--- config.mk ---
export PLATFORM = sky130hd
export DESIGN_NAME = pcm_volume_interp_upsampler_flat
export DESIGN_NICKNAME = d
export VERILOG_FILES = /design/src/rtl/pvu_pkg.sv /design/src/rtl/pvu_in_if.sv /design/src/rtl/pvu_out_if.sv /design/src/rtl/pvu_lane.sv /design/src/rtl/pvu_merge.sv /design/src/rtl/pcm_volume_interp_upsampler.sv /design/src/flat_wrapper.sv
export SDC_FILE = /design/constraint.sdc
export NUM_CORES = 1
export LEC_CHECK = 0
export ABC_AREA = 1
export BUFFER_PORTS_ARGS = -buffer_cell sky130_fd_sc_hd__clkbuf_2
export CAP_MARGIN = 15
export CELL_PAD_IN_SITES_DETAIL_PLACEMENT = 2
export CELL_PAD_IN_SITES_GLOBAL_PLACEMENT = 2
export CORE_UTILIZATION = 35
export DETAILED_ROUTE_END_ITERATION = 7
export GPL_TIMING_DRIVEN = 0
export HOLD_SLACK_MARGIN = 0.05
export PLACE_DENSITY_LB_ADDON = 0.1
export SYNTH_ARGS = -nofsm -noshare
export SYNTH_HDL_FRONTEND = slang
export SYNTH_HIERARCHICAL = 1
export SYNTH_SLANG_ARGS = --single-unit
--- constraint.sdc ---
create_clock -name clk -period 15 [get_ports clk]
set_input_delay 2.25 -clock clk [delete_from_list [all_inputs] [get_ports clk]]
set_output_delay 2.25 -clock clk [all_outputs]
set_load 0.01 [all_outputs]
--- src/rtl/pvu_pkg.sv ---
`timescale 1ns / 1ps
// ----------------------------------------------------------------------------
// pvu_pkg
// Shared types and codes of the PCM volume and interpolation upsampler.
// ----------------------------------------------------------------------------
package pvu_pkg;

  localparam int CFG_IDX_W  = 2;
  localparam int CFG_DATA_W = 8;
  localparam int VOL_W      = 8;
  localparam int MODE_W     = 2;

  // configuration register indexes
  localparam logic [CFG_IDX_W-1:0] REG_VOLUME = 2'd0;
  localparam logic [CFG_IDX_W-1:0] REG_MODE   = 2'd1;
  localparam logic [CFG_IDX_W-1:0] REG_STEREO = 2'd2;

  // upsample modes, the unused code acts as 1x
  localparam logic [MODE_W-1:0] MODE_1X = 2'd0;
  localparam logic [MODE_W-1:0] MODE_2X = 2'd1;
  localparam logic [MODE_W-1:0] MODE_4X = 2'd2;

  localparam logic [VOL_W-1:0] VOLUME_UNITY = 8'd16;

  // lane result taps
  localparam int NUM_TAPS = 5;
  localparam int TAP_PREV = 0;
  localparam int TAP_Q1   = 1;
  localparam int TAP_HALF = 2;
  localparam int TAP_Q3   = 3;
  localparam int TAP_CUR  = 4;

  // per-lane stage enables
  typedef struct packed {
    logic s1;
    logic s2;
    logic s3;
    logic upd;
  } pvu_en_t;

endpackage

--- src/rtl/pvu_in_if.sv ---
`timescale 1ns / 1ps
// ----------------------------------------------------------------------------
// pvu_in_if
// Input channel: one stereo sample pair and a silence flag per item.
// ----------------------------------------------------------------------------
interface pvu_in_if #(
  parameter int SAMPLE_WIDTH = 16
);
  logic                           valid;
  logic                           ready;
  logic signed [SAMPLE_WIDTH-1:0] left_sample;
  logic signed [SAMPLE_WIDTH-1:0] right_sample;
  logic                           silence;

  modport source (output valid, left_sample, right_sample, silence, input ready);
  modport sink   (input valid, left_sample, right_sample, silence, output ready);
endinterface

--- src/rtl/pvu_out_if.sv ---
`timescale 1ns / 1ps
// ----------------------------------------------------------------------------
// pvu_out_if
// Result channel: one output sample pair per item, flagged when last of run.
// ----------------------------------------------------------------------------
interface pvu_out_if #(
  parameter int SAMPLE_WIDTH = 16
);
  logic                           valid;
  logic                           ready;
  logic signed [SAMPLE_WIDTH-1:0] out_left;
  logic signed [SAMPLE_WIDTH-1:0] out_right;
  logic                           last_of_run;

  modport source (output valid, out_left, out_right, last_of_run, input ready);
  modport sink   (input valid, out_left, out_right, last_of_run, output ready);
endinterface

--- src/rtl/pvu_lane.sv ---
`timescale 1ns / 1ps
// ----------------------------------------------------------------------------
// pvu_lane
// One channel datapath: gain multiply, divide by 16 with saturation, then
// linear interpolation against the previous scaled sample.
// ----------------------------------------------------------------------------
module pvu_lane
  import pvu_pkg::*;
#(
  parameter int SAMPLE_WIDTH = 16
) (
  input  logic                                 clk,
  input  logic                                 rst_n,
  input  pvu_en_t                              en,
  input  logic signed [SAMPLE_WIDTH-1:0]       sample,
  input  logic        [VOL_W-1:0]              volume,
  output logic        [NUM_TAPS-1:0][SAMPLE_WIDTH-1:0] taps
);

  localparam int PW = SAMPLE_WIDTH + VOL_W + 1;

  localparam logic signed [PW-1:0] SAT_HI =
    {{(PW-SAMPLE_WIDTH+1){1'b0}}, {(SAMPLE_WIDTH-1){1'b1}}};
  localparam logic signed [PW-1:0] SAT_LO = ~SAT_HI;

  // truncating average of two samples
  function automatic logic signed [SAMPLE_WIDTH-1:0] avg2(
    input logic signed [SAMPLE_WIDTH-1:0] a,
    input logic signed [SAMPLE_WIDTH-1:0] b
  );
    logic signed [SAMPLE_WIDTH:0] sum;
    logic signed [SAMPLE_WIDTH:0] adj;
    sum  = (SAMPLE_WIDTH+1)'(a) + (SAMPLE_WIDTH+1)'(b);
    adj  = sum + {{SAMPLE_WIDTH{1'b0}}, sum[SAMPLE_WIDTH]};
    avg2 = adj[SAMPLE_WIDTH:1];
  endfunction

  logic signed [PW-1:0]           prod_r, prod_nxt;
  logic signed [PW-1:0]           biased, quo;
  logic signed [SAMPLE_WIDTH-1:0] cur_r, cur_nxt;
  logic signed [SAMPLE_WIDTH-1:0] prev_r;
  logic signed [SAMPLE_WIDTH-1:0] half, q1, q3;
  logic        [NUM_TAPS-1:0][SAMPLE_WIDTH-1:0] taps_r, taps_nxt;

  assign prod_nxt = PW'(sample) * PW'(signed'({1'b0, volume}));

  // divide by 16 toward zero, then clamp
  always_comb begin
    biased = prod_r + {{(PW-4){1'b0}}, {4{prod_r[PW-1]}}};
    quo    = biased >>> 4;
    if (quo > SAT_HI) begin
      cur_nxt = SAT_HI[SAMPLE_WIDTH-1:0];
    end else if (quo < SAT_LO) begin
      cur_nxt = SAT_LO[SAMPLE_WIDTH-1:0];
    end else begin
      cur_nxt = quo[SAMPLE_WIDTH-1:0];
    end
  end

  always_comb begin
    half = avg2(prev_r, cur_r);
    q1   = avg2(prev_r, half);
    q3   = avg2(half, cur_r);
    taps_nxt           = '0;
    taps_nxt[TAP_PREV] = prev_r;
    taps_nxt[TAP_Q1]   = q1;
    taps_nxt[TAP_HALF] = half;
    taps_nxt[TAP_Q3]   = q3;
    taps_nxt[TAP_CUR]  = cur_r;
  end

  always_ff @(posedge clk) begin
    if (en.s1) begin
      prod_r <= prod_nxt;
    end
    if (en.s2) begin
      cur_r <= cur_nxt;
    end
    if (en.s3) begin
      taps_r <= taps_nxt;
    end
  end

  always_ff @(posedge clk) begin
    if (!rst_n) begin
      prev_r <= '0;
    end else if (en.s3 && en.upd) begin
      prev_r <= cur_r;
    end
  end

  assign taps = taps_r;

endmodule

--- src/rtl/pvu_merge.sv ---
`timescale 1ns / 1ps
// ----------------------------------------------------------------------------
// pvu_merge
// Joins the two lane results into a run of 1, 2 or 4 output pairs and
// plays the run out one pair per cycle while out_ch.ready is high.
// ----------------------------------------------------------------------------
module pvu_merge
  import pvu_pkg::*;
#(
  parameter int SAMPLE_WIDTH = 16
) (
  input  logic                                     clk,
  input  logic                                     rst_n,
  input  logic [MODE_W-1:0]                        mode,
  input  logic                                     grp_valid,
  output logic                                     grp_ready,
  input  logic                                     grp_silence,
  input  logic [NUM_TAPS-1:0][SAMPLE_WIDTH-1:0]    taps_l,
  input  logic [NUM_TAPS-1:0][SAMPLE_WIDTH-1:0]    taps_r,
  pvu_out_if.source                                out_ch
);

  logic [3:0][SAMPLE_WIDTH-1:0] ent_l_r, ent_l_nxt;
  logic [3:0][SAMPLE_WIDTH-1:0] ent_r_r, ent_r_nxt;
  logic [1:0]                   idx_r;
  logic [1:0]                   last_r, last_nxt;
  logic                         busy_r;
  logic                         pop, pop_last, load;

  assign pop       = busy_r && out_ch.ready;
  assign pop_last  = pop && (idx_r == last_r);
  assign grp_ready = !busy_r || pop_last;
  assign load      = grp_valid && grp_ready;

  always_comb begin
    ent_l_nxt = '0;
    ent_r_nxt = '0;
    case (mode)
      MODE_2X: begin
        last_nxt     = 2'd1;
        ent_l_nxt[0] = taps_l[TAP_PREV];
        ent_r_nxt[0] = taps_r[TAP_PREV];
        ent_l_nxt[1] = taps_l[TAP_HALF];
        ent_r_nxt[1] = taps_r[TAP_HALF];
      end
      MODE_4X: begin
        last_nxt     = 2'd3;
        ent_l_nxt[0] = taps_l[TAP_PREV];
        ent_r_nxt[0] = taps_r[TAP_PREV];
        ent_l_nxt[1] = taps_l[TAP_Q1];
        ent_r_nxt[1] = taps_r[TAP_Q1];
        ent_l_nxt[2] = taps_l[TAP_HALF];
        ent_r_nxt[2] = taps_r[TAP_HALF];
        ent_l_nxt[3] = taps_l[TAP_Q3];
        ent_r_nxt[3] = taps_r[TAP_Q3];
      end
      default: begin
        last_nxt     = 2'd0;
        ent_l_nxt[0] = taps_l[TAP_CUR];
        ent_r_nxt[0] = taps_r[TAP_CUR];
      end
    endcase
    // underrun: same run length, all zero
    if (grp_silence) begin
      ent_l_nxt = '0;
      ent_r_nxt = '0;
    end
  end

  always_ff @(posedge clk) begin
    if (load) begin
      ent_l_r <= ent_l_nxt;
      ent_r_r <= ent_r_nxt;
      last_r  <= last_nxt;
    end
  end

  always_ff @(posedge clk) begin
    if (!rst_n) begin
      busy_r <= 1'b0;
      idx_r  <= '0;
    end else if (load) begin
      busy_r <= 1'b1;
      idx_r  <= '0;
    end else if (pop_last) begin
      busy_r <= 1'b0;
    end else if (pop) begin
      idx_r <= idx_r + 2'd1;
    end
  end

  assign out_ch.valid       = busy_r;
  assign out_ch.out_left    = ent_l_r[idx_r];
  assign out_ch.out_right   = ent_r_r[idx_r];
  assign out_ch.last_of_run = (idx_r == last_r);

endmodule

--- src/rtl/pcm_volume_interp_upsampler.sv ---
`timescale 1ns / 1ps
// ----------------------------------------------------------------------------
// pcm_volume_interp_upsampler
// Stereo volume stage with 1x/2x/4x linear interpolation upsampling.
// ----------------------------------------------------------------------------
// Usage:
//   in_ch takes one stereo pair per item (valid/ready). Each pair is scaled
//   by volume/16 with saturation, then 1, 2 or 4 pairs leave on out_ch, the
//   last flagged by last_of_run. Silence items give zero pairs and keep the
//   interpolation history. Mono mode feeds the left sample to both lanes.
//   cfg_we/cfg_index/cfg_data write volume, upsample mode and stereo; write
//   them only while no item is in flight.
// Path: the first pair of an item passes the multiply, scale/saturate and
//   interpolate stages and then the output buffer.
// Flow: the output buffer plays a run out one pair per cycle while
//   out_ch.ready is high; a new item enters every cycle while the stages
//   ahead have room.
// Stall: when out_ch.ready is low the output buffer holds, the three
//   stages fill up and then in_ch.ready drops.
// Reset: volume 16, 1x mode, stereo; history cleared to zero; no items.
// ----------------------------------------------------------------------------
module pcm_volume_interp_upsampler
  import pvu_pkg::*;
#(
  parameter int SAMPLE_WIDTH = 16
) (
  input  logic                  clk,
  input  logic                  rst_n,
  pvu_in_if.sink                in_ch,
  pvu_out_if.source             out_ch,
  input  logic                  cfg_we,
  input  logic [CFG_IDX_W-1:0]  cfg_index,
  input  logic [CFG_DATA_W-1:0] cfg_data
);

  logic [VOL_W-1:0]  volume_r;
  logic [MODE_W-1:0] mode_r;
  logic              stereo_r;

  logic v1_r, v2_r, v3_r;
  logic sil1_r, sil2_r, sil3_r;
  logic rdy1, rdy2, rdy3;
  logic grp_ready;
  logic interp;
  pvu_en_t en;

  logic signed [SAMPLE_WIDTH-1:0]             right_src;
  logic [NUM_TAPS-1:0][SAMPLE_WIDTH-1:0]      taps_l, taps_r;

  always_ff @(posedge clk) begin
    if (!rst_n) begin
      volume_r <= VOLUME_UNITY;
      mode_r   <= MODE_1X;
      stereo_r <= 1'b1;
    end else if (cfg_we) begin
      case (cfg_index)
        REG_VOLUME: volume_r <= cfg_data[VOL_W-1:0];
        REG_MODE:   mode_r   <= cfg_data[MODE_W-1:0];
        REG_STEREO: stereo_r <= cfg_data[0];
        default: ;
      endcase
    end
  end

  // stage handshake, each stage moves when the one after has room
  assign rdy3 = !v3_r || grp_ready;
  assign rdy2 = !v2_r || rdy3;
  assign rdy1 = !v1_r || rdy2;
  assign in_ch.ready = rdy1;

  assign interp = (mode_r == MODE_2X) || (mode_r == MODE_4X);

  always_comb begin
    en.s1  = in_ch.valid && rdy1;
    en.s2  = v1_r && rdy2;
    en.s3  = v2_r && rdy3;
    en.upd = interp && !sil2_r;
  end

  always_ff @(posedge clk) begin
    if (!rst_n) begin
      v1_r <= 1'b0;
      v2_r <= 1'b0;
      v3_r <= 1'b0;
    end else begin
      if (rdy1) v1_r <= in_ch.valid;
      if (rdy2) v2_r <= v1_r;
      if (rdy3) v3_r <= v2_r;
    end
  end

  always_ff @(posedge clk) begin
    if (en.s1) sil1_r <= in_ch.silence;
    if (en.s2) sil2_r <= sil1_r;
    if (en.s3) sil3_r <= sil2_r;
  end

  assign right_src = stereo_r ? in_ch.right_sample : in_ch.left_sample;

  pvu_lane #(.SAMPLE_WIDTH(SAMPLE_WIDTH)) u_lane_l (
    .clk    (clk),
    .rst_n  (rst_n),
    .en     (en),
    .sample (in_ch.left_sample),
    .volume (volume_r),
    .taps   (taps_l)
  );

  pvu_lane #(.SAMPLE_WIDTH(SAMPLE_WIDTH)) u_lane_r (
    .clk    (clk),
    .rst_n  (rst_n),
    .en     (en),
    .sample (right_src),
    .volume (volume_r),
    .taps   (taps_r)
  );

  pvu_merge #(.SAMPLE_WIDTH(SAMPLE_WIDTH)) u_merge (
    .clk         (clk),
    .rst_n       (rst_n),
    .mode        (mode_r),
    .grp_valid   (v3_r),
    .grp_ready   (grp_ready),
    .grp_silence (sil3_r),
    .taps_l      (taps_l),
    .taps_r      (taps_r),
    .out_ch      (out_ch)
  );

endmodule
--- src/flat_wrapper.sv ---
// flat-port wrapper written by rule: the top's interface ports become plain ports
module pcm_volume_interp_upsampler_flat import pvu_pkg::*;
#(
  parameter int SAMPLE_WIDTH = 16
)
  (clk, rst_n, cfg_we, cfg_index, cfg_data, in_ch_valid, in_ch_left_sample, in_ch_right_sample, in_ch_silence, in_ch_ready, out_ch_valid, out_ch_out_left, out_ch_out_right, out_ch_last_of_run, out_ch_ready);
  pvu_in_if #(.SAMPLE_WIDTH(SAMPLE_WIDTH)) in_ch_i ();
  pvu_out_if #(.SAMPLE_WIDTH(SAMPLE_WIDTH)) out_ch_i ();
  input  logic clk;
  input  logic rst_n;
  input  logic cfg_we;
  input  logic [CFG_IDX_W-1:0] cfg_index;
  input  logic [CFG_DATA_W-1:0] cfg_data;
  input wire logic [$bits(in_ch_i.valid)-1:0] in_ch_valid;
  input wire logic [$bits(in_ch_i.left_sample)-1:0] in_ch_left_sample;
  input wire logic [$bits(in_ch_i.right_sample)-1:0] in_ch_right_sample;
  input wire logic [$bits(in_ch_i.silence)-1:0] in_ch_silence;
  output wire logic [$bits(in_ch_i.ready)-1:0] in_ch_ready;
  output wire logic [$bits(out_ch_i.valid)-1:0] out_ch_valid;
  output wire logic [$bits(out_ch_i.out_left)-1:0] out_ch_out_left;
  output wire logic [$bits(out_ch_i.out_right)-1:0] out_ch_out_right;
  output wire logic [$bits(out_ch_i.last_of_run)-1:0] out_ch_last_of_run;
  input wire logic [$bits(out_ch_i.ready)-1:0] out_ch_ready;
  assign in_ch_i.valid = in_ch_valid;
  assign in_ch_i.left_sample = in_ch_left_sample;
  assign in_ch_i.right_sample = in_ch_right_sample;
  assign in_ch_i.silence = in_ch_silence;
  assign in_ch_ready = in_ch_i.ready;
  assign out_ch_valid = out_ch_i.valid;
  assign out_ch_out_left = out_ch_i.out_left;
  assign out_ch_out_right = out_ch_i.out_right;
  assign out_ch_last_of_run = out_ch_i.last_of_run;
  assign out_ch_i.ready = out_ch_ready;
  pcm_volume_interp_upsampler #(.SAMPLE_WIDTH(SAMPLE_WIDTH)) u_core (.clk(clk), .rst_n(rst_n), .in_ch(in_ch_i), .out_ch(out_ch_i), .cfg_we(cfg_we), .cfg_index(cfg_index), .cfg_data(cfg_data));
endmodule
==> flow_metrics.py, run 1 <==
metrics = {
    "sta": {
        "fin_crit_sh_pct": 45.6,
        "fin_crit_ps": 6850,
        "slew_headroom_pct": 37.9,
        "fin_ws_ps": 8150,
        "hold_viol": 0,
        "finalMaxSlewViolations": 0,
        "setup_tns_ps": 0,
        "fmax_mhz": 146,
        "fin_skew_ps": 31.5,
        "rsz0062_at_grt": "no",
        "setup_viol_count_final": 0,
        "worst_pin_slew_ps": 928,
    },
    "drt": {
        "first_pass_iters": 5,
        "ant_nets": 0,
        "num_vias": 30900,
        "wl_um": 125000,
        "drtIter0Drc": 1266,
        "wl_per_cell_um": 19.9,
        "routed_via_density": 4.90,
        "drc_errors": 0,
    },
    "synthesis": {
        "synth_top_area_share_pct": 31.0,
        "synth_flop_cell": "edfxtp_1",
        "synth_common_cells": "nand2_1 (1,343), inv_1 (964), nor2_1 (487), edfxtp_1 (375), nand3_1 (231)",
        "synth_edf_count": 375,
        "syn_area_um2": 36300,
        "synthAdderAreaFrac_pct": 19.0,
        "synth_cell_types": 55,
        "synth_xor_area_share_pct": 3.33,
        "yosysTopAreaCell": "edfxtp_1",
        "synth_area_per_cell_um2": 7.64,
        "synthCells": 4753,
        "synth_top_family_by_area": "simple AND/OR/NAND/NOR gates",
        "synthMuxAreaShare_pct": 0.589,
        "ys_top_cells_by_area": "edfxtp_1 (31%), nand2_1 (14%), fa_1 (12%), inv_1 (10%), ha_1 (7.4%)",
        "yosysSeqAreaShare_pct": 33.7,
        "ys_async_sr_fraction_pct": 0,
        "synthSimpleGateAreaFrac_pct": 26.0,
        "synth_most_common_cell": "nand2_1",
        "synth-compound-area-share_pct": 5.62,
        "ys_warn_count": 6,
        "syn-num-nets": 5226,
        "synth-seq-cells": 424,
    },
    "power": {
        "max-vdd-ir-drop_v": 0.0000813,
        "power_frac_clock_pct": 25.5,
        "p_sw_mw": 1.99,
        "power_frac_seq_pct": 33.6,
        "pwr-share-comb_pct": 40.9,
        "sw_frac_of_total_pct": 41.7,
        "p_leak_nw": 20.4,
        "powerDensity_nw_per_um2": 118,
        "p_int_mw": 2.78,
    },
    "floorplanning": {
        "boundaryPins": 83,
        "die_x_um": 324,
        "core-area_um2": 102000,
        "die-area_um2": 105000,
        "rows": 117,
        "initial_core_util_pct": 35.5,
        "die_h_um": 324,
    },
    "setup_path": {
        "critical-path-max-stage-delay_ps": 710,
        "crit_slowest_cell": "nor2_1",
        "path_common_cell": "nand2_1",
        "crit_type": "reg2reg",
        "required_ps": 15330,
        "worstPathArrival_ps": 7170,
        "reg2reg_slack_ps": 8150,
        "end_kind": "register",
        "start_kind": "register",
        "critPathMaxFanout": 7,
    },
    "global_routing": {
        "grt_max_degree": 69,
        "grt_pass1_vias": 34200,
        "antenna_found_initial": 3,
        "grt_util_all_layers_pct": 24.3,
        "grt.overflow.total": 0,
        "grt_first_pass_wirelength_um": 197000,
    },
    "clocking": {
        "insertion_delay_ps": 620,
        "htreeDepth": 2,
        "cts_sinks": 424,
        "ctsResizeCount": 0,
        "path_clk_slew_ps": 60,
        "holdBufCountCts": 0,
        "numCtsBuffers": 52,
        "cts_tree": "done",
        "cts_setup_buffers": 0,
        "cts.path.max_buffers": 3,
        "cts_root_buffer": "clkbuf_16",
    },
    "run_status": {
        "status": "complete, no violations",
    },
    "finish": {
        "regArea_um2": 12200,
        "nFillCells": 12000,
        "multi_input_area_um2": 19800,
        "area_delta_synth_final_pct": 10.9,
        "antenna_cells": 0,
        "drive_above_1_share_pct": 6.50,
        "nets": 5370,
    },
    "flow_run": {
        "cap_viol_max_count": 0,
    },
    "worst_hold_path": {
        "hold_class": "reg2reg",
    },
    "placed_design": {
        "io_buffer_count": 81,
        "dp_hpwl_um": 103000,
        "gp_congestion": 0.857,
        "dpl_worst_slack_ps": 7530,
    },
}
[registers in the layout (all words and copies together) (netlist names), 25 cells and up]
register	flops
u_core/u_lane_r/prod_r	25
u_core/u_lane_l/prod_r	25
u_core/u_merge/ent_r_r	64
u_core/u_merge/ent_l_r	64
u_core/u_lane_l/taps	80
u_core/u_lane_r/taps	80
[cell usage in the layout (no fill, tap or decap), types with 53 or more instances in the layout]
cell       netlist  routed
nand3_1        231     231
xor2_1          87      87
edfxtp_1       375     375
nand4_1         66      66
o21ai_0        127     127
ha_1           215     215
clkbuf_1        83      96
clkbuf_16        0      53
a21oi_1        152     151
nor2_1         487     487
clkbuf_2         7      88
fa_1           210     210
inv_1          964     962
nand2_1       1343    1343
[critical path, delay by kind of cell, from the launching register on]
kind	cells	cell delay (ps)
AOI/OAI and AO/OA	3	470
adders and majority gates	4	1530
buffers and inverters	2	200
DFF	1	580
and+or+nand+nor	24	3770
[final timing paths]
kind / from / endpoint / depth (start not counted)
min reg2reg: u_core/sil1_r / u_core/sil2_r / 0
min: u_core/sil1_r / u_core/sil2_r / 0
max reg2reg: u_core/u_lane_l/cur_r[0] / u_core/u_lane_l/taps[26] / 33
max: u_core/u_lane_l/cur_r[0] / u_core/u_lane_l/taps[26] / 33
[cell families after synthesis]
group | count (synthesis)
compound gates | 380
xor+xnor | 134
fa+ha+maj | 425
buf+inv | 1108
flops | 424
mux | 16
simple gates | 2266
[metal layers]
layer | wire (um) | GRT usage (%) | up-vias
met3 | 2740 | 1.90 | 123
li1 | - | - | 15000
met4 | 2260 | 4.81 | 0
met2 | 62700 | 43.8 | 333
met1 | 57600 | 31.5 | 15400
met5 | 0 | 0 | -
[power groups by stage]
stage | clock [mW] | combinational (mW) | sequential [mW]
global route | 1.28 | 2.22 | 1.61
detailed placement | 0 | 1.97 | 1.63
global placement | 0 | 1.87 | 1.63
finish | 1.22 | 1.95 | 1.60
CTS | 1.24 | 1.99 | 1.60
floorplan | 0 | 1.39 | 1.56
[per-stage QoR]
step / hold slack (ps) / cell area [um2] / total power, mW / cells / util (%)
after global placement: 437 / 38400 / 3.50 / 6202 / 37.6
after global routing: 461 / 40300 / 5.11 / 6307 / 39.4
final: 441 / 40300 / 4.77 / 6307 / 39.4
after detailed placement: 433 / 38700 / 3.59 / 6211 / 37.8
after CTS: 447 / 40300 / 4.83 / 6307 / 39.4
after floorplan: 400 / 36300 / 2.94 / 4753 / -
[final cells by class]
type	count	share of cell area, %
clock inverter	29	0.587
tap	1368	4.25
timing repair buffer	90	1.53
clock buffer	67	3.45
inverter	981	9.16
multi-input combinational	3221	49.1
buffer	127	1.52
sequential	424	30.4
(Power assumes the default switching activity.)
==> run 2, diff against run 1 <==
==> constraint.sdc (replaced) <==
create_clock -name clk -period 6.8 [get_ports clk]
set_input_delay 1.02 -clock clk [delete_from_list [all_inputs] [get_ports clk]]
set_output_delay 1.02 -clock clk [all_outputs]
set_load 0.01 [all_outputs]
==> run 2 against run 1 <==
Net effect:
- largest cell class unchanged
- sequential power grew 120%
- global-route usage up 0.089 points
- highest routed layer unchanged
- first-iteration DRC count fell by 1.3%
==> flow_metrics.py, run 2 (synthesis results as in run 1) <==
metrics = {
    "global_routing": {
        "grt.overflow.total": 0,
        "grt_util_all_layers_pct": 24.3,
        "grt_first_pass_wirelength_um": 198000,
        "grt_max_degree": 78,
        "antenna_found_initial": 1,
        "grt_pass1_vias": 34100,
    },
    "setup_path": {
        "r2r_cells": 34,
        "crit_type": "reg2reg",
        "crit_slowest_cell": "fa_1",
        "critPathMaxFanout": 6,
        "start_kind": "register",
        "worstPathArrival_ps": 6580,
        "critical-path-max-stage-delay_ps": 510,
        "required_ps": 7130,
        "path_common_cell": "nand2_1",
        "end_kind": "register",
    },
    "clocking": {
        "cts_sinks": 424,
        "numCtsBuffers": 52,
        "insertion_delay_ps": 630,
        "cts_tree": "done",
        "htreeDepth": 2,
        "path_clk_slew_ps": 60,
        "holdBufCountCts": 0,
        "cts_root_buffer": "clkbuf_16",
        "cts.path.max_buffers": 3,
    },
    "finish": {
        "final_util_pct": 39.5,
        "drive_above_1_share_pct": 7.00,
        "area_delta_synth_final_pct": 11.4,
        "final_cell_mix": "nand2_1 (1,341), inv_1 (961), nor2_1 (483)",
        "final_common_cell": "nand2_1",
        "nets": 5376,
        "final_cells": 6315,
    },
    "power": {
        "max-vdd-ir-drop_v": 0.000184,
        "p_leak_nw": 20.5,
        "powerDensity_nw_per_um2": 263,
        "p_total_mw": 10.6,
    },
    "sta": {
        "fin_ws_ps": 557,
        "fin_crit_ps": 6240,
        "fin_worst_hold_slack_ps": 452,
        "fin_crit_sh_pct": 91.8,
        "rsz0062_at_grt": "no",
        "hold_viol": 0,
        "worst_pin_slew_ps": 1000,
        "slew_headroom_pct": 32.8,
        "finalMaxSlewViolations": 0,
        "fin_skew_ps": 25.9,
        "setup_viol_count_final": 0,
        "fmax_mhz": 160,
    },
    "placed_design": {
        "io_buffer_count": 81,
        "dp_hpwl_um": 104000,
        "place_inst": 6211,
        "gp_congestion": 0.849,
        "dpl_worst_slack_ps": -9.31,
    },
    "run_status": {
        "status": "complete, no violations",
    },
    "worst_hold_path": {
        "whs_path_depth": 0,
        "hold_class": "reg2reg",
    },
    "floorplanning": {
        "rows": 117,
        "initial_core_util_pct": 35.5,
        "die_x_um": 324,
        "die-area_um2": 105000,
        "core-area_um2": 102000,
        "die_h_um": 324,
        "boundaryPins": 83,
    },
    "drt": {
        "routed_via_density": 4.89,
        "wl_um": 126000,
        "ant_nets": 0,
        "wl_per_cell_um": 19.9,
        "num_vias": 30900,
        "drtIter0Drc": 1250,
        "drc_errors": 0,
        "first_pass_iters": 5,
    },
    "flow_run": {
        "cap_viol_max_count": 0,
    },
}
-- run 2: changes by cell type in the layout (fill, tap and decap cells not counted), sizes merged --
cell,delta
clkinv,-4
clkinvlp,-1
clkbuf,+3
inv,+3
buf,+6
diode,+1
-- run 2: path summary, 6_finish.rpt --
check,slack [ps],startpoint,endpoint
max,560,u_core/u_lane_l/cur_r[0],u_core/u_lane_l/taps[27]
min,450,u_core/sil1_r,u_core/sil2_r
max reg2reg,560,u_core/u_lane_l/cur_r[0],u_core/u_lane_l/taps[27]
min reg2reg,450,u_core/sil1_r,u_core/sil2_r
-- run 2: worst max-delay path: cells and delay by family (launching register included) --
family	cells	cell delay, ps
AND/OR/NAND/NOR	27	3630
flip-flops	1	500
buffers and inverters	3	310
adder cells (fa/ha/maj)	4	1490
-- run 2: cell type report --
cell class | instances | area, um2
Fill cell | 11900 | 61900
Multi-Input combinational cell | 3221 | 19800
Sequential cell | 424 | 12200
Inverter | 981 | 3690
Tap cell | 1368 | 1710
Clock buffer | 70 | 1450
Timing Repair Buffer | 96 | 661
Buffer | 127 | 612
Clock inverter | 27 | 240
Antenna cell | 1 | 2.50
-- run 2: power breakdown --
group / total (mW) / switching (mW) / leakage, nW / internal [mW]
registers: 3.52 / 0.281 / 3.84 / 3.24
clock network: 2.77 / 1.18 / 0.837 / 1.59
logic: 4.32 / 2.94 / 15.8 / 1.38
-- run 2: routing by layer --
| layer | GRT usage (%) | share of wire (%) | routed length (um) | up-vias |
|---|---|---|---|---|
| met5 | 0 | 0 | 0 | - |
| met3 | 1.84 | 2.1 | 2640 | 112 |
| li1 | - | - | - | 15000 |
| met2 | 43.7 | 50 | 62800 | 332 |
| met4 | 4.99 | 1.8 | 2290 | 0 |
| met1 | 31.9 | 46 | 58200 | 15400 |
-- run 2: stage by stage --
stage,cell area [um2],setup TNS [ps]
after floorplan,36300,0
after global placement,38500,-25670
after detailed placement,38700,-9.31
after CTS,40400,0
after global routing,40400,0
final,40500,0
-- run 2: timing repair --
item	CTS	global route
buffers inserted	0	6
resized for setup	1	12
endpoints found under the setup margin	3	50
==> run 3, diff against run 2 <==
--- a/config.mk
+++ b/config.mk
@@ -6,6 +6,7 @@
 export NUM_CORES = 1
 export LEC_CHECK = 0
 export ABC_AREA = 1
+export ABC_CLOCK_PERIOD_IN_PS = 6800
 export BUFFER_PORTS_ARGS = -buffer_cell sky130_fd_sc_hd__clkbuf_2
 export CAP_MARGIN = 15
 export CELL_PAD_IN_SITES_DETAIL_PLACEMENT = 2
@@ -14,6 +15,7 @@
 export DETAILED_ROUTE_END_ITERATION = 7
 export GPL_TIMING_DRIVEN = 0
 export HOLD_SLACK_MARGIN = 0.05
+export MAX_ROUTING_LAYER = met4
 export PLACE_DENSITY_LB_ADDON = 0.1
 export SYNTH_ARGS = -nofsm -noshare
 export SYNTH_HDL_FRONTEND = slang
==> run 3 against run 2 <==
Net effect:
- maximum frequency is essentially flat
- global-route usage grew 0.74 points
- non-clock buffer count is the same
- flip-flop and latch count is the same
- cell count is the same
- total power is essentially flat
- cell area is the same
- combinational power is essentially flat
- die area is the same
- first-iteration DRC count grew 1.2%
- utilization is the same
- sequential share of layout area is the same
- critical endpoint unchanged
- largest power group unchanged
- highest routed layer unchanged
==> flow_metrics.py, run 3 (synthesis results as in run 1) <==
metrics = {
    "floorplanning": {
        "core-area_um2": 102000,
        "boundaryPins": 83,
        "die_x_um": 324,
        "initial_core_util_pct": 35.5,
        "rows": 117,
        "die_h_um": 324,
        "die-area_um2": 105000,
    },
    "global_routing": {
        "grt.overflow.total": 0,
        "grt_pass1_vias": 34100,
        "grt_first_pass_wirelength_um": 198000,
        "antenna_found_initial": 1,
        "grt_max_degree": 78,
        "grt_util_all_layers_pct": 25.1,
    },
    "sta": {
        "finalMaxSlewViolations": 0,
        "fin_crit_ps": 6240,
        "fin_crit_sh_pct": 91.8,
        "slew_headroom_pct": 38.0,
        "fin_skew_ps": 25.6,
        "setup_viol_count_final": 0,
        "fmax_mhz": 160,
        "worst_pin_slew_ps": 926,
        "rsz0062_at_grt": "no",
        "hold_viol": 0,
        "setup_tns_ps": 0,
    },
    "finish": {
        "final_cells": 6315,
        "area_delta_synth_final_pct": 11.4,
        "multi_input_area_um2": 19800,
        "final_cell_mix": "nand2_1 (1,341), inv_1 (961), nor2_1 (483)",
        "final_common_cell": "nand2_1",
        "regArea_um2": 12200,
        "final_util_pct": 39.5,
        "nets": 5376,
        "drive_above_1_share_pct": 7.00,
        "nFillCells": 11900,
    },
    "clocking": {
        "numCtsBuffers": 52,
        "insertion_delay_ps": 630,
        "htreeDepth": 2,
        "holdBufCountCts": 0,
        "cts_sinks": 424,
        "cts_tree": "done",
        "cts_root_buffer": "clkbuf_16",
        "cts.path.max_buffers": 3,
        "path_clk_slew_ps": 60,
    },
    "placed_design": {
        "io_buffer_count": 81,
        "place_inst": 6211,
        "dp_hpwl_um": 104000,
        "gp_congestion": 0.862,
    },
    "setup_path": {
        "required_ps": 7130,
        "critPathMaxFanout": 6,
        "worstPathArrival_ps": 6580,
        "critical-path-max-stage-delay_ps": 510,
        "crit_slowest_cell": "edfxtp_1",
        "start_kind": "register",
        "path_common_cell": "nand2_1",
        "critPathBufInv": 3,
        "crit_type": "reg2reg",
        "end_kind": "register",
        "path_delay_family": "simple AND/OR/NAND/NOR gates",
    },
    "drt": {
        "num_vias": 30900,
        "drc_errors": 0,
        "ant_nets": 0,
        "routed_via_density": 4.89,
        "first_pass_iters": 6,
        "dr_wl_met2_um": 62700,
        "drtIter0Drc": 1265,
        "wl_met1_um": 58300,
        "wl_per_cell_um": 19.9,
        "dr_wl_met3_um": 2620,
        "wl_um": 126000,
        "top_layer_used": "met4",
    },
    "power": {
        "p_leak_nw": 20.5,
        "max-vdd-ir-drop_v": 0.000184,
        "powerDensity_nw_per_um2": 263,
    },
    "run_status": {
        "status": "complete, no violations",
    },
    "worst_hold_path": {
        "hold_class": "reg2reg",
    },
    "flow_run": {
        "cap_viol_max_count": 0,
    },
}
## run 3: cell counts in the layout (fill, tap and decap cells not counted)
No cell type changed its count.
## run 3: path summary, 6_finish.rpt
path | start | to | slack [ps] | cells after the start
setup / recovery | u_core/u_lane_l/cur_r[0] | u_core/u_lane_l/taps[27] | 560 | 34
setup reg to reg | u_core/u_lane_l/cur_r[0] | u_core/u_lane_l/taps[27] | 560 | 34
hold / removal | u_core/sil1_r | u_core/sil2_r | 450 | 0
hold reg to reg | u_core/sil1_r | u_core/sil2_r | 450 | 0
## run 3: worst register-to-register path: cells and delay by family (launching register included)
family	cells	cell delay [ps]
adder cells (fa/ha/maj)	4	1500
AND/OR/NAND/NOR	27	3610
buffers and inverters	3	300
flip-flops	1	510
## run 3: power by group
part,internal [mW],switching [mW],total [mW]
logic,1.38,2.94,4.32
registers,3.24,0.281,3.53
clock network,1.59,1.18,2.77
total,6.21,4.41,10.6
## run 3: repair_timing
item                       in CTS  in global routing
gates resized for setup         1                 12
setup endpoints to repair       3                 50
setup buffers                   0                  6
## run 3: layer usage
layer	track usage (%)	vias up
met1	32.0	15400
li1	-	15000
met3	1.77	119
met4	4.83	0
met2	43.7	332
met5	-	-
## run 3: area by class of cell
| class | count | area share (%) |
|---|---|---|
| Clock inverter | 27 | 0.594 |
| Clock buffer | 70 | 3.59 |
| Multi-Input combinational cell | 3221 | 49.0 |
| Inverter | 981 | 9.13 |
| Antenna cell | 1 | 0.00619 |
| Buffer | 127 | 1.51 |
| Sequential cell | 424 | 30.3 |
| Tap cell | 1368 | 4.23 |
| Timing Repair Buffer | 96 | 1.63 |
## run 3: metrics by stage
step	setup WS, ps	total power [mW]	hold slack, ps	area, um2
2_1_floorplan	1490	6.48	400	36300
3_3_place_gp	-1070	7.72	428	38500
3_5_place_dp	-9.31	7.93	436	38700
4_1_cts	82.6	10.8	459	40400
5_1_grt	30.4	11.4	474	40400
6_report	555	10.6	452	40500
